### src/kavf_pkg.sv
// Shared types, constants and the filter microprogram.
// No dependencies; used by kavf_alu and the top level.
package kavf_pkg;

  // Fraction bits of the internal fixed-point format.
  localparam int FRAC = 24;

  // Filter constants in Q.24.
  localparam int K_DT    = 335544;
  localparam int K_DT2   = 6711;
  localparam int K_DT2H  = 3355;
  localparam int K_DT3H  = 67;
  localparam int K_DT4Q  = 1;
  localparam int K_SMOOTH = 1677722;

  // Altitude and speed output ranges.
  localparam int ALT_LO = -256000;
  localparam int ALT_HI = 3072000;
  localparam int SPD_LO = -32768;
  localparam int SPD_HI = 32767;

  // Configuration register indexes.
  localparam logic [1:0] CFG_MEAS  = 2'd0;
  localparam logic [1:0] CFG_ACCEL = 2'd1;
  localparam logic [1:0] CFG_BIAS  = 2'd2;

  // Shared unit operations.
  localparam logic [1:0] OP_ADD = 2'd0;
  localparam logic [1:0] OP_SUB = 2'd1;
  localparam logic [1:0] OP_MUL = 2'd2;
  localparam logic [1:0] OP_DIV = 2'd3;

  // Operand codes: codes below RF_DEPTH live in the scratch memory.
  localparam int RF_DEPTH = 21;
  localparam logic [5:0] R_P0   = 6'd0;
  localparam logic [5:0] R_P1   = 6'd1;
  localparam logic [5:0] R_P2   = 6'd2;
  localparam logic [5:0] R_P3   = 6'd3;
  localparam logic [5:0] R_P4   = 6'd4;
  localparam logic [5:0] R_P5   = 6'd5;
  localparam logic [5:0] R_P6   = 6'd6;
  localparam logic [5:0] R_P7   = 6'd7;
  localparam logic [5:0] R_P8   = 6'd8;
  localparam logic [5:0] R_T0   = 6'd9;
  localparam logic [5:0] R_T1   = 6'd10;
  localparam logic [5:0] R_T2   = 6'd11;
  localparam logic [5:0] R_T3   = 6'd12;
  localparam logic [5:0] R_T4   = 6'd13;
  localparam logic [5:0] R_T5   = 6'd14;
  localparam logic [5:0] R_INN  = 6'd15;
  localparam logic [5:0] R_DEN  = 6'd16;
  localparam logic [5:0] R_KZ   = 6'd17;
  localparam logic [5:0] R_KV   = 6'd18;
  localparam logic [5:0] R_KA   = 6'd19;
  localparam logic [5:0] R_X    = 6'd20;
  localparam logic [5:0] R_Z    = 6'd21;
  localparam logic [5:0] R_V    = 6'd22;
  localparam logic [5:0] R_A    = 6'd23;
  localparam logic [5:0] R_S    = 6'd24;
  localparam logic [5:0] R_ZERO = 6'd25;
  localparam logic [5:0] R_ONE  = 6'd26;
  localparam logic [5:0] R_BIG  = 6'd27;
  localparam logic [5:0] R_DT   = 6'd28;
  localparam logic [5:0] R_DT2  = 6'd29;
  localparam logic [5:0] R_DT2H = 6'd30;
  localparam logic [5:0] R_DT3H = 6'd31;
  localparam logic [5:0] R_DT4Q = 6'd32;
  localparam logic [5:0] R_KSM  = 6'd33;
  localparam logic [5:0] R_ALT  = 6'd34;
  localparam logic [5:0] R_R    = 6'd35;
  localparam logic [5:0] R_QA   = 6'd36;
  localparam logic [5:0] R_QB   = 6'd37;

  // Program entry points.
  localparam logic [6:0] INIT_START = 7'd0;
  localparam logic [6:0] FILT_START = 7'd13;

  // Request from the sequencer to the shared unit.
  typedef struct packed {
    logic       start;
    logic [1:0] op;
  } alu_req_t;

  // One microprogram step: dst = a op b.
  typedef struct packed {
    logic [5:0] dst;
    logic [1:0] op;
    logic [5:0] a;
    logic [5:0] b;
    logic       last;
  } uop_t;

  function automatic uop_t mk(input logic [5:0] d, input logic [1:0] o,
                              input logic [5:0] x, input logic [5:0] y,
                              input logic l);
    uop_t u;
    u.dst  = d;
    u.op   = o;
    u.a    = x;
    u.b    = y;
    u.last = l;
    return u;
  endfunction

  // Microprogram: initialization first, then one filter update.
  function automatic uop_t ucode(input logic [6:0] idx);
    uop_t u;
    unique case (idx)
      // Initialization from the sample.
      7'd0:  u = mk(R_Z,  OP_ADD, R_ALT,  R_ZERO, 1'b0);
      7'd1:  u = mk(R_S,  OP_ADD, R_ALT,  R_ZERO, 1'b0);
      7'd2:  u = mk(R_V,  OP_ADD, R_ZERO, R_ZERO, 1'b0);
      7'd3:  u = mk(R_A,  OP_ADD, R_ZERO, R_ZERO, 1'b0);
      7'd4:  u = mk(R_P0, OP_ADD, R_ONE,  R_ZERO, 1'b0);
      7'd5:  u = mk(R_P1, OP_ADD, R_ZERO, R_ZERO, 1'b0);
      7'd6:  u = mk(R_P2, OP_ADD, R_ZERO, R_ZERO, 1'b0);
      7'd7:  u = mk(R_P3, OP_ADD, R_ZERO, R_ZERO, 1'b0);
      7'd8:  u = mk(R_P4, OP_ADD, R_ONE,  R_ZERO, 1'b0);
      7'd9:  u = mk(R_P5, OP_ADD, R_ZERO, R_ZERO, 1'b0);
      7'd10: u = mk(R_P6, OP_ADD, R_ZERO, R_ZERO, 1'b0);
      7'd11: u = mk(R_P7, OP_ADD, R_ZERO, R_ZERO, 1'b0);
      7'd12: u = mk(R_P8, OP_ADD, R_BIG,  R_ZERO, 1'b1);
      // Smoother and state prediction.
      7'd13: u = mk(R_X,  OP_SUB, R_ALT,  R_S,    1'b0);
      7'd14: u = mk(R_X,  OP_MUL, R_X,    R_KSM,  1'b0);
      7'd15: u = mk(R_S,  OP_ADD, R_S,    R_X,    1'b0);
      7'd16: u = mk(R_X,  OP_MUL, R_A,    R_DT,   1'b0);
      7'd17: u = mk(R_V,  OP_SUB, R_V,    R_X,    1'b0);
      7'd18: u = mk(R_X,  OP_MUL, R_V,    R_DT,   1'b0);
      7'd19: u = mk(R_Z,  OP_ADD, R_Z,    R_X,    1'b0);
      // Left product F*P into the temporaries.
      7'd20: u = mk(R_X,  OP_MUL, R_DT,   R_P3,   1'b0);
      7'd21: u = mk(R_T0, OP_ADD, R_P0,   R_X,    1'b0);
      7'd22: u = mk(R_X,  OP_MUL, R_DT2H, R_P6,   1'b0);
      7'd23: u = mk(R_T0, OP_SUB, R_T0,   R_X,    1'b0);
      7'd24: u = mk(R_X,  OP_MUL, R_DT,   R_P4,   1'b0);
      7'd25: u = mk(R_T1, OP_ADD, R_P1,   R_X,    1'b0);
      7'd26: u = mk(R_X,  OP_MUL, R_DT2H, R_P7,   1'b0);
      7'd27: u = mk(R_T1, OP_SUB, R_T1,   R_X,    1'b0);
      7'd28: u = mk(R_X,  OP_MUL, R_DT,   R_P5,   1'b0);
      7'd29: u = mk(R_T2, OP_ADD, R_P2,   R_X,    1'b0);
      7'd30: u = mk(R_X,  OP_MUL, R_DT2H, R_P8,   1'b0);
      7'd31: u = mk(R_T2, OP_SUB, R_T2,   R_X,    1'b0);
      7'd32: u = mk(R_X,  OP_MUL, R_DT,   R_P6,   1'b0);
      7'd33: u = mk(R_T3, OP_SUB, R_P3,   R_X,    1'b0);
      7'd34: u = mk(R_X,  OP_MUL, R_DT,   R_P7,   1'b0);
      7'd35: u = mk(R_T4, OP_SUB, R_P4,   R_X,    1'b0);
      7'd36: u = mk(R_X,  OP_MUL, R_DT,   R_P8,   1'b0);
      7'd37: u = mk(R_T5, OP_SUB, R_P5,   R_X,    1'b0);
      // Right product with the transpose back into P.
      7'd38: u = mk(R_X,  OP_MUL, R_DT,   R_T1,   1'b0);
      7'd39: u = mk(R_P0, OP_ADD, R_T0,   R_X,    1'b0);
      7'd40: u = mk(R_X,  OP_MUL, R_DT2H, R_T2,   1'b0);
      7'd41: u = mk(R_P0, OP_SUB, R_P0,   R_X,    1'b0);
      7'd42: u = mk(R_X,  OP_MUL, R_DT,   R_T2,   1'b0);
      7'd43: u = mk(R_P1, OP_SUB, R_T1,   R_X,    1'b0);
      7'd44: u = mk(R_P2, OP_ADD, R_T2,   R_ZERO, 1'b0);
      7'd45: u = mk(R_X,  OP_MUL, R_DT,   R_T4,   1'b0);
      7'd46: u = mk(R_P3, OP_ADD, R_T3,   R_X,    1'b0);
      7'd47: u = mk(R_X,  OP_MUL, R_DT2H, R_T5,   1'b0);
      7'd48: u = mk(R_P3, OP_SUB, R_P3,   R_X,    1'b0);
      7'd49: u = mk(R_X,  OP_MUL, R_DT,   R_T5,   1'b0);
      7'd50: u = mk(R_P4, OP_SUB, R_T4,   R_X,    1'b0);
      7'd51: u = mk(R_P5, OP_ADD, R_T5,   R_ZERO, 1'b0);
      7'd52: u = mk(R_X,  OP_MUL, R_DT,   R_P7,   1'b0);
      7'd53: u = mk(R_P6, OP_ADD, R_P6,   R_X,    1'b0);
      7'd54: u = mk(R_X,  OP_MUL, R_DT2H, R_P8,   1'b0);
      7'd55: u = mk(R_P6, OP_SUB, R_P6,   R_X,    1'b0);
      7'd56: u = mk(R_X,  OP_MUL, R_DT,   R_P8,   1'b0);
      7'd57: u = mk(R_P7, OP_SUB, R_P7,   R_X,    1'b0);
      // Process noise.
      7'd58: u = mk(R_X,  OP_MUL, R_DT4Q, R_QA,   1'b0);
      7'd59: u = mk(R_P0, OP_ADD, R_P0,   R_X,    1'b0);
      7'd60: u = mk(R_X,  OP_MUL, R_DT3H, R_QA,   1'b0);
      7'd61: u = mk(R_P1, OP_ADD, R_P1,   R_X,    1'b0);
      7'd62: u = mk(R_P3, OP_ADD, R_P3,   R_X,    1'b0);
      7'd63: u = mk(R_X,  OP_MUL, R_DT2,  R_QA,   1'b0);
      7'd64: u = mk(R_P4, OP_ADD, R_P4,   R_X,    1'b0);
      7'd65: u = mk(R_P8, OP_ADD, R_P8,   R_QB,   1'b0);
      // Innovation and gains.
      7'd66: u = mk(R_INN, OP_SUB, R_ALT, R_Z,    1'b0);
      7'd67: u = mk(R_DEN, OP_ADD, R_P0,  R_R,    1'b0);
      7'd68: u = mk(R_KZ, OP_DIV, R_P0,   R_DEN,  1'b0);
      7'd69: u = mk(R_KV, OP_DIV, R_P3,   R_DEN,  1'b0);
      7'd70: u = mk(R_KA, OP_DIV, R_P6,   R_DEN,  1'b0);
      // State correction.
      7'd71: u = mk(R_X,  OP_MUL, R_KZ,   R_INN,  1'b0);
      7'd72: u = mk(R_Z,  OP_ADD, R_Z,    R_X,    1'b0);
      7'd73: u = mk(R_X,  OP_MUL, R_KV,   R_INN,  1'b0);
      7'd74: u = mk(R_V,  OP_ADD, R_V,    R_X,    1'b0);
      7'd75: u = mk(R_X,  OP_MUL, R_KA,   R_INN,  1'b0);
      7'd76: u = mk(R_A,  OP_ADD, R_A,    R_X,    1'b0);
      // Covariance correction, bottom row first so the top row stays intact.
      7'd77: u = mk(R_X,  OP_MUL, R_KA,   R_P0,   1'b0);
      7'd78: u = mk(R_P6, OP_SUB, R_P6,   R_X,    1'b0);
      7'd79: u = mk(R_X,  OP_MUL, R_KA,   R_P1,   1'b0);
      7'd80: u = mk(R_P7, OP_SUB, R_P7,   R_X,    1'b0);
      7'd81: u = mk(R_X,  OP_MUL, R_KA,   R_P2,   1'b0);
      7'd82: u = mk(R_P8, OP_SUB, R_P8,   R_X,    1'b0);
      7'd83: u = mk(R_X,  OP_MUL, R_KV,   R_P0,   1'b0);
      7'd84: u = mk(R_P3, OP_SUB, R_P3,   R_X,    1'b0);
      7'd85: u = mk(R_X,  OP_MUL, R_KV,   R_P1,   1'b0);
      7'd86: u = mk(R_P4, OP_SUB, R_P4,   R_X,    1'b0);
      7'd87: u = mk(R_X,  OP_MUL, R_KV,   R_P2,   1'b0);
      7'd88: u = mk(R_P5, OP_SUB, R_P5,   R_X,    1'b0);
      7'd89: u = mk(R_X,  OP_MUL, R_KZ,   R_P0,   1'b0);
      7'd90: u = mk(R_P0, OP_SUB, R_P0,   R_X,    1'b0);
      7'd91: u = mk(R_X,  OP_MUL, R_KZ,   R_P1,   1'b0);
      7'd92: u = mk(R_P1, OP_SUB, R_P1,   R_X,    1'b0);
      7'd93: u = mk(R_X,  OP_MUL, R_KZ,   R_P2,   1'b0);
      7'd94: u = mk(R_P2, OP_SUB, R_P2,   R_X,    1'b1);
      default: u = mk(R_X, OP_ADD, R_ZERO, R_ZERO, 1'b1);
    endcase
    return u;
  endfunction

endpackage

### src/kavf_alu.sv
// Shared saturating arithmetic unit: add, subtract, multiply and divide.
// Depends on kavf_pkg for operation codes and the request struct.
module kavf_alu #(
  parameter int W = 48
) (
  input  logic                    clk,
  input  logic                    rst,
  input  kavf_pkg::alu_req_t      req,
  input  logic signed [W-1:0]     a,
  input  logic signed [W-1:0]     b,
  output logic                    done,
  output logic signed [W-1:0]     result
);

  localparam int QW = W + kavf_pkg::FRAC;
  localparam int CW = $clog2(QW + 1);
  localparam logic [W-1:0] MAXV = {1'b0, {(W-1){1'b1}}};
  localparam logic [W-1:0] MINV = {1'b1, {(W-1){1'b0}}};

  localparam logic [2:0] S_IDLE   = 3'd0;
  localparam logic [2:0] S_ADD    = 3'd1;
  localparam logic [2:0] S_MUL    = 3'd2;
  localparam logic [2:0] S_MULFIN = 3'd3;
  localparam logic [2:0] S_DIV    = 3'd4;
  localparam logic [2:0] S_DIVFIN = 3'd5;

  logic [2:0]          st;
  logic [1:0]          opr;
  logic                neg;
  logic signed [W-1:0] xa, xb;
  logic [W-1:0]        ma, mb;
  logic [127:0]        acc;
  logic [63:0]         prod;
  logic [1:0]          psh;
  logic                pv;
  logic [2:0]          mcnt;
  logic [W-1:0]        rem;
  logic [QW-1:0]       dvd, quo;
  logic [CW-1:0]       dcnt;

  logic [63:0]         ma64, mb64;
  logic [31:0]         pa, pb;
  logic [W:0]          r2;
  logic                qbit;
  logic [128:0]        full;
  logic [104:0]        mres;
  logic [QW:0]         q1;

  function automatic logic [W-1:0] mag(input logic signed [W-1:0] x);
    return x[W-1] ? (~x + 1'b1) : x;
  endfunction

  // Signed result from magnitude and sign, saturating when too big.
  function automatic logic [W-1:0] signed_sat(input logic n, input logic big,
                                              input logic [W-1:0] m);
    if (n) return big ? MINV : (~m + 1'b1);
    return big ? MAXV : m;
  endfunction

  function automatic logic [W-1:0] addsat(input logic signed [W-1:0] x,
                                          input logic signed [W-1:0] y,
                                          input logic sub);
    logic [W:0] s;
    s = sub ? ({x[W-1], x} - {y[W-1], y}) : ({x[W-1], x} + {y[W-1], y});
    if (s[W] != s[W-1]) return s[W] ? MINV : MAXV;
    return s[W-1:0];
  endfunction

  // Partial product selection and divider step.
  always_comb begin
    ma64 = 64'(ma);
    mb64 = 64'(mb);
    pa   = mcnt[0] ? ma64[63:32] : ma64[31:0];
    pb   = mcnt[1] ? mb64[63:32] : mb64[31:0];
    r2   = {rem, dvd[QW-1]};
    qbit = (r2 >= {1'b0, mb});
    full = {1'b0, acc} + (129'(1) << (kavf_pkg::FRAC - 1));
    mres = full[128:kavf_pkg::FRAC];
    q1   = {1'b0, quo} + (QW+1)'({rem, 1'b0} >= {1'b0, mb});
  end

  always_ff @(posedge clk) begin
    if (rst) begin
      st   <= S_IDLE;
      done <= 1'b0;
      pv   <= 1'b0;
    end else begin
      done <= 1'b0;
      unique case (st)
        S_IDLE: begin
          if (req.start) begin
            xa   <= a;
            xb   <= b;
            ma   <= mag(a);
            mb   <= mag(b);
            neg  <= a[W-1] ^ b[W-1];
            opr  <= req.op;
            acc  <= '0;
            mcnt <= '0;
            pv   <= 1'b0;
            rem  <= '0;
            quo  <= '0;
            dvd  <= {mag(a), {kavf_pkg::FRAC{1'b0}}};
            dcnt <= CW'(QW);
            unique case (req.op)
              kavf_pkg::OP_ADD, kavf_pkg::OP_SUB: st <= S_ADD;
              kavf_pkg::OP_MUL: st <= S_MUL;
              default:          st <= S_DIV;
            endcase
          end
        end
        S_ADD: begin
          result <= addsat(xa, xb, opr == kavf_pkg::OP_SUB);
          done   <= 1'b1;
          st     <= S_IDLE;
        end
        // Four 32x32 partial products, each registered before it is summed.
        S_MUL: begin
          if (mcnt <= 3'd3) begin
            prod <= {32'b0, pa} * {32'b0, pb};
            psh  <= {1'b0, mcnt[0]} + {1'b0, mcnt[1]};
            pv   <= 1'b1;
          end else begin
            pv <= 1'b0;
          end
          if (pv) begin
            unique case (psh)
              2'd0:    acc <= acc + {64'b0, prod};
              2'd1:    acc <= acc + {32'b0, prod, 32'b0};
              default: acc <= acc + {prod, 64'b0};
            endcase
          end
          mcnt <= mcnt + 3'd1;
          if (mcnt == 3'd4) st <= S_MULFIN;
        end
        S_MULFIN: begin
          result <= signed_sat(neg, mres > 105'(MAXV), mres[W-1:0]);
          done   <= 1'b1;
          st     <= S_IDLE;
        end
        // Restoring division, one quotient bit per cycle; a zero divisor gives a zero result.
        S_DIV: begin
          if (mb == '0) begin
            result <= '0;
            done   <= 1'b1;
            st     <= S_IDLE;
          end else begin
            rem  <= qbit ? W'(r2 - {1'b0, mb}) : r2[W-1:0];
            quo  <= {quo[QW-2:0], qbit};
            dvd  <= {dvd[QW-2:0], 1'b0};
            dcnt <= dcnt - 1'b1;
            if (dcnt == CW'(1)) st <= S_DIVFIN;
          end
        end
        S_DIVFIN: begin
          result <= signed_sat(neg, q1 > (QW+1)'(MAXV), q1[W-1:0]);
          done   <= 1'b1;
          st     <= S_IDLE;
        end
        default: st <= S_IDLE;
      endcase
    end
  end

endmodule

### config.mk
export PLATFORM = sky130hd
export DESIGN_NAME = kavf_alu
export DESIGN_NICKNAME = d
export VERILOG_FILES = /design/src/kavf_pkg.sv /design/src/kavf_alu.sv
export SDC_FILE = /design/constraint.sdc
export NUM_CORES = 2
export LEC_CHECK = 0
export ABC_AREA = 0
export BUFFER_PORTS_ARGS = -buffer_cell sky130_fd_sc_hd__buf_2
export CAP_MARGIN = 20
export CORE_UTILIZATION = 30
export CTS_BUF_LIST = sky130_fd_sc_hd__clkbuf_4 sky130_fd_sc_hd__clkbuf_8
export DETAILED_ROUTE_END_ITERATION = 10
export PLACE_DENSITY = 0.53
export REMOVE_ABC_BUFFERS = 1
export SYNTH_ARGS = -nofsm -noshare
export SYNTH_HDL_FRONTEND = slang
export SYNTH_SLANG_ARGS = --single-unit
### constraint.sdc
create_clock -name clk -period 56 [get_ports clk]
set_input_delay 8.4 -clock clk [delete_from_list [all_inputs] [get_ports clk]]
set_output_delay 8.4 -clock clk [all_outputs]
set_load 0.03 [all_outputs]
==> run_results.csv <==
group,metric,value,unit
outcome,outcome,"completed",
clock_network,clock_path_buffers,3,
grt,grt_pass1_vias,76500,
placement,place.gp.congestion,0.987,
timing,relSlewSlack,23.1,%
detailed_routing,ant_nets,0,
clock_network,cts-resized-gates,0,
floorplan,top_level_ports,150,
placement,hpwlAfterDp,280000,um
worst_setup_path,crit_path_cell_trace,"buf_2 > nor4_1 > nor2b_1 > nand3_1 > or3_2 > or4_1 > or4_1 > or4_1 > o31ai_1 > xnor2_1 > nor2_1 > nor2_1",
timing,post-route-min-period,12020,ps
floorplan,core,283000,sq um
worst_setup_path,worstReg2RegStart,"mcnt[1]",
timing,setup_violations,0,
layout,final_nets,11500,
job,drv_cap,0,
floorplan,fp-row-count,195,
detailed_routing,drt-total-wl,361000,um
placement,portBuffers,149,
floorplan,die_x,536,um
timing,fin_crit_sh,21.5,%
worst_setup_path,r2r_setup_slack,45430,ps
worst_setup_path,cp_max_fo,5,
synth,ys_ff_latch,618,
detailed_routing,vias,77400,
floorplan,die-area,288000,sq um
grt,grt-ovfl-total,0,
synth,synth_enable_flop_cells,613,
clock_network,numClockSinks,618,
timing,rsz0062_at_grt,"no",
layout,syn_to_final_growth,9.14,%
detailed_routing,drc,0,
timing,max_clock_freq,0.0832,GHz
clock_network,postCtsHoldBufs,0,
synth,synth_cell_types,96,
timing,fin_tns_setup,0,ps
placement,pre_cts_ws,43110,ps
synth,synth_ff_type,"edfxtp_1",
grt,groute.usage.overall,24.6,%
synth,syn_inst,10000,
timing,final-hold-violation-count,0,
clock_network,cts_root_buf,"clkbuf_8",
worst_hold_path,min_to,"pv",
layout,drive_above_1_share,6.77,%
synth,ys_seq_area_share,21.6,%
timing,maxSlewViolCount,0,
detailed_routing,routedWlPerCell,26.1,um
worst_hold_path,hp-start,"pv",
placement,dpl_cell_area,90800,sq um
worst_setup_path,critPathRequiredTime,56610,ps
synth,async_reset_ff_share,0,%
detailed_routing,dr.pass1.iters,6,
worst_hold_path,min_path_cells,1,
synth,synth_area,85700,sq um
clock_network,clk_latency,920,ps
detailed_routing,avgViaCountPerCell,5.61,
worst_setup_path,critical_path.startpoint_type,"primary input",
clock_network,cts_tree,"built",
worst_setup_path,slowest_stage,"or3_2",
worst_setup_path,cpMostUsedCell,"or4_1",
clock_network,clk_pin_slew,60,ps
detailed_routing,drt_iter0_markers,7699,
grt,grt_pass1_wl,523000,um
grt,antenna_found_initial,29,
timing,worst_slack,43980,ps
clock_network,h-tree-depth,3,
synth,postSynthAreaPerCell,8.56,sq um
worst_hold_path,min_path_type,"reg -> reg",
timing,tightest_slew,1130,ps
layout,final_area,93500,sq um
worst_setup_path,reg2reg_depth,31,
clock_network,post_cts_buffers,0,
synth,ys_warn_count,0,
worst_setup_path,arrival,12640,ps
layout,layout_commonest_cell,"nand2_1",
grt,grt_max_degree,179,
clock_network,cts_buffers,114,
layout,final_cell_mix,"nand2_1 (1164), nor2_1 (1102), inv_1 (1099), fa_1 (901), edfxtp_1 (613)",
floorplan,die-height,536,um
worst_setup_path,max_stage_delay,740,ps
worst_setup_path,r2r-end,"prod[49]",
timing,holdWs,487,ps
timing,skew,85.6,ps
floorplan,initial_core_util,30.3,%
worst_setup_path,path_class,"in -> reg",
worst_setup_path,worstSetupEndpointType,"register",
worst max-delay path by stage:
stage	slack [ps]	end	from
2_1_floorplan	28610	dcnt[0]	req[2]
3_3_place_gp	43110	dvd[69]	a[4]
3_5_place_dp	43110	dvd[60]	a[4]
4_1_cts	44020	dvd[60]	a[4]
5_1_grt	43650	dvd[60]	a[4]
6_report	43980	dvd[60]	a[4]
per-layer routing:
metal  vias up  share of wire, %  GRT usage (%)
met5         -             0.046              0
met4        26               6.0           12.9
met3       792               8.9           4.98
met2      3703                43           37.8
met1     38600                42           32.4
li1      34300                 -              -
per-stage QoR:
| step | cells | utilization [%] |
|---|---|---|
| 3_3_place_gp | 13600 | 32.1 |
| 5_1_grt | 13800 | 33.0 |
| 4_1_cts | 13800 | 33.0 |
| 3_5_place_dp | 13600 | 32.1 |
| 2_1_floorplan | 9521 | - |
| 6_report | 13800 | 33.0 |
cells by family (layout without fill, tap and decap cells):
group | count (synthesis) | in the layout | share of synthesized area, %
AO/OA/AOI/OAI | 1999 | 1999 | 15.0
XOR/XNOR | 648 | 648 | 6.63
adder cells (fa/ha/maj) | 1466 | 1466 | 29.3
buffers and inverters | 1588 | 1636 | 6.99
flip-flops | 618 | 618 | 21.6
multiplexers | 90 | 90 | 1.11
other | 0 | 11 | 0
AND/OR/NAND/NOR | 3599 | 3599 | 19.4
area by class of cell:
class                   instances  area [sq um]
fillers                     29600        190000
multi-input cells            7802         61500
flip-flops and latches        618         18500
well taps                    3743          4680
inverters                    1101          4130
repair buffers                318          2110
clock buffers                 133          1710
clock inverters                84           835
diodes                         11          27.5
flip-flops by register name (all words and copies together) (netlist names):
signal,count
acc,128
dcnt,7
done,1
dvd,48
ma,47
mb,47
mcnt,3
neg,1
opr,2
prod,64
psh,2
pv,1
quo,72
rem,48
result,48
st,3
xa,48
xb,48
critical path, delay by kind of cell:
| kind | cells | cell delay [ps] |
|---|---|---|
| simple gates | 9 | 3690 |
| compound gates | 1 | 290 |
| buf+inv | 1 | 120 |
| xor+xnor | 1 | 120 |
synthesized netlist by cell type (all sizes together) (20+ instances only):
master / number / area, sq um
a211oi: 71 / 533
a21boi: 38 / 285
a21o: 243 / 1820
a21oi: 604 / 3020
a31o: 20 / 175
a31oi: 102 / 638
a32oi: 20 / 175
and2: 122 / 763
and3: 92 / 576
and4: 43 / 377
buf: 41 / 180
clkbuf: 446 / 1670
edfxtp: 613 / 18400
fa: 901 / 18000
ha: 565 / 7070
inv: 1100 / 4130
mux2: 34 / 387
mux2i: 56 / 561
nand2: 1168 / 4390
nand2b: 70 / 438
nand3: 272 / 1370
nand4: 181 / 1130
nor2: 1112 / 4170
nor2b: 66 / 413
nor3: 173 / 871
nor4: 116 / 738
o211ai: 72 / 541
o21a: 67 / 503
o21ai: 374 / 1870
o21bai: 57 / 428
o22ai: 30 / 188
o31ai: 55 / 413
o41ai: 25 / 219
or2: 30 / 188
or3: 51 / 340
or4: 50 / 387
xnor2: 397 / 3480
xor2: 251 / 2200
Power is not shown: default switching activity piles up to over one toggle a cycle in this logic, so the estimate is an artifact.
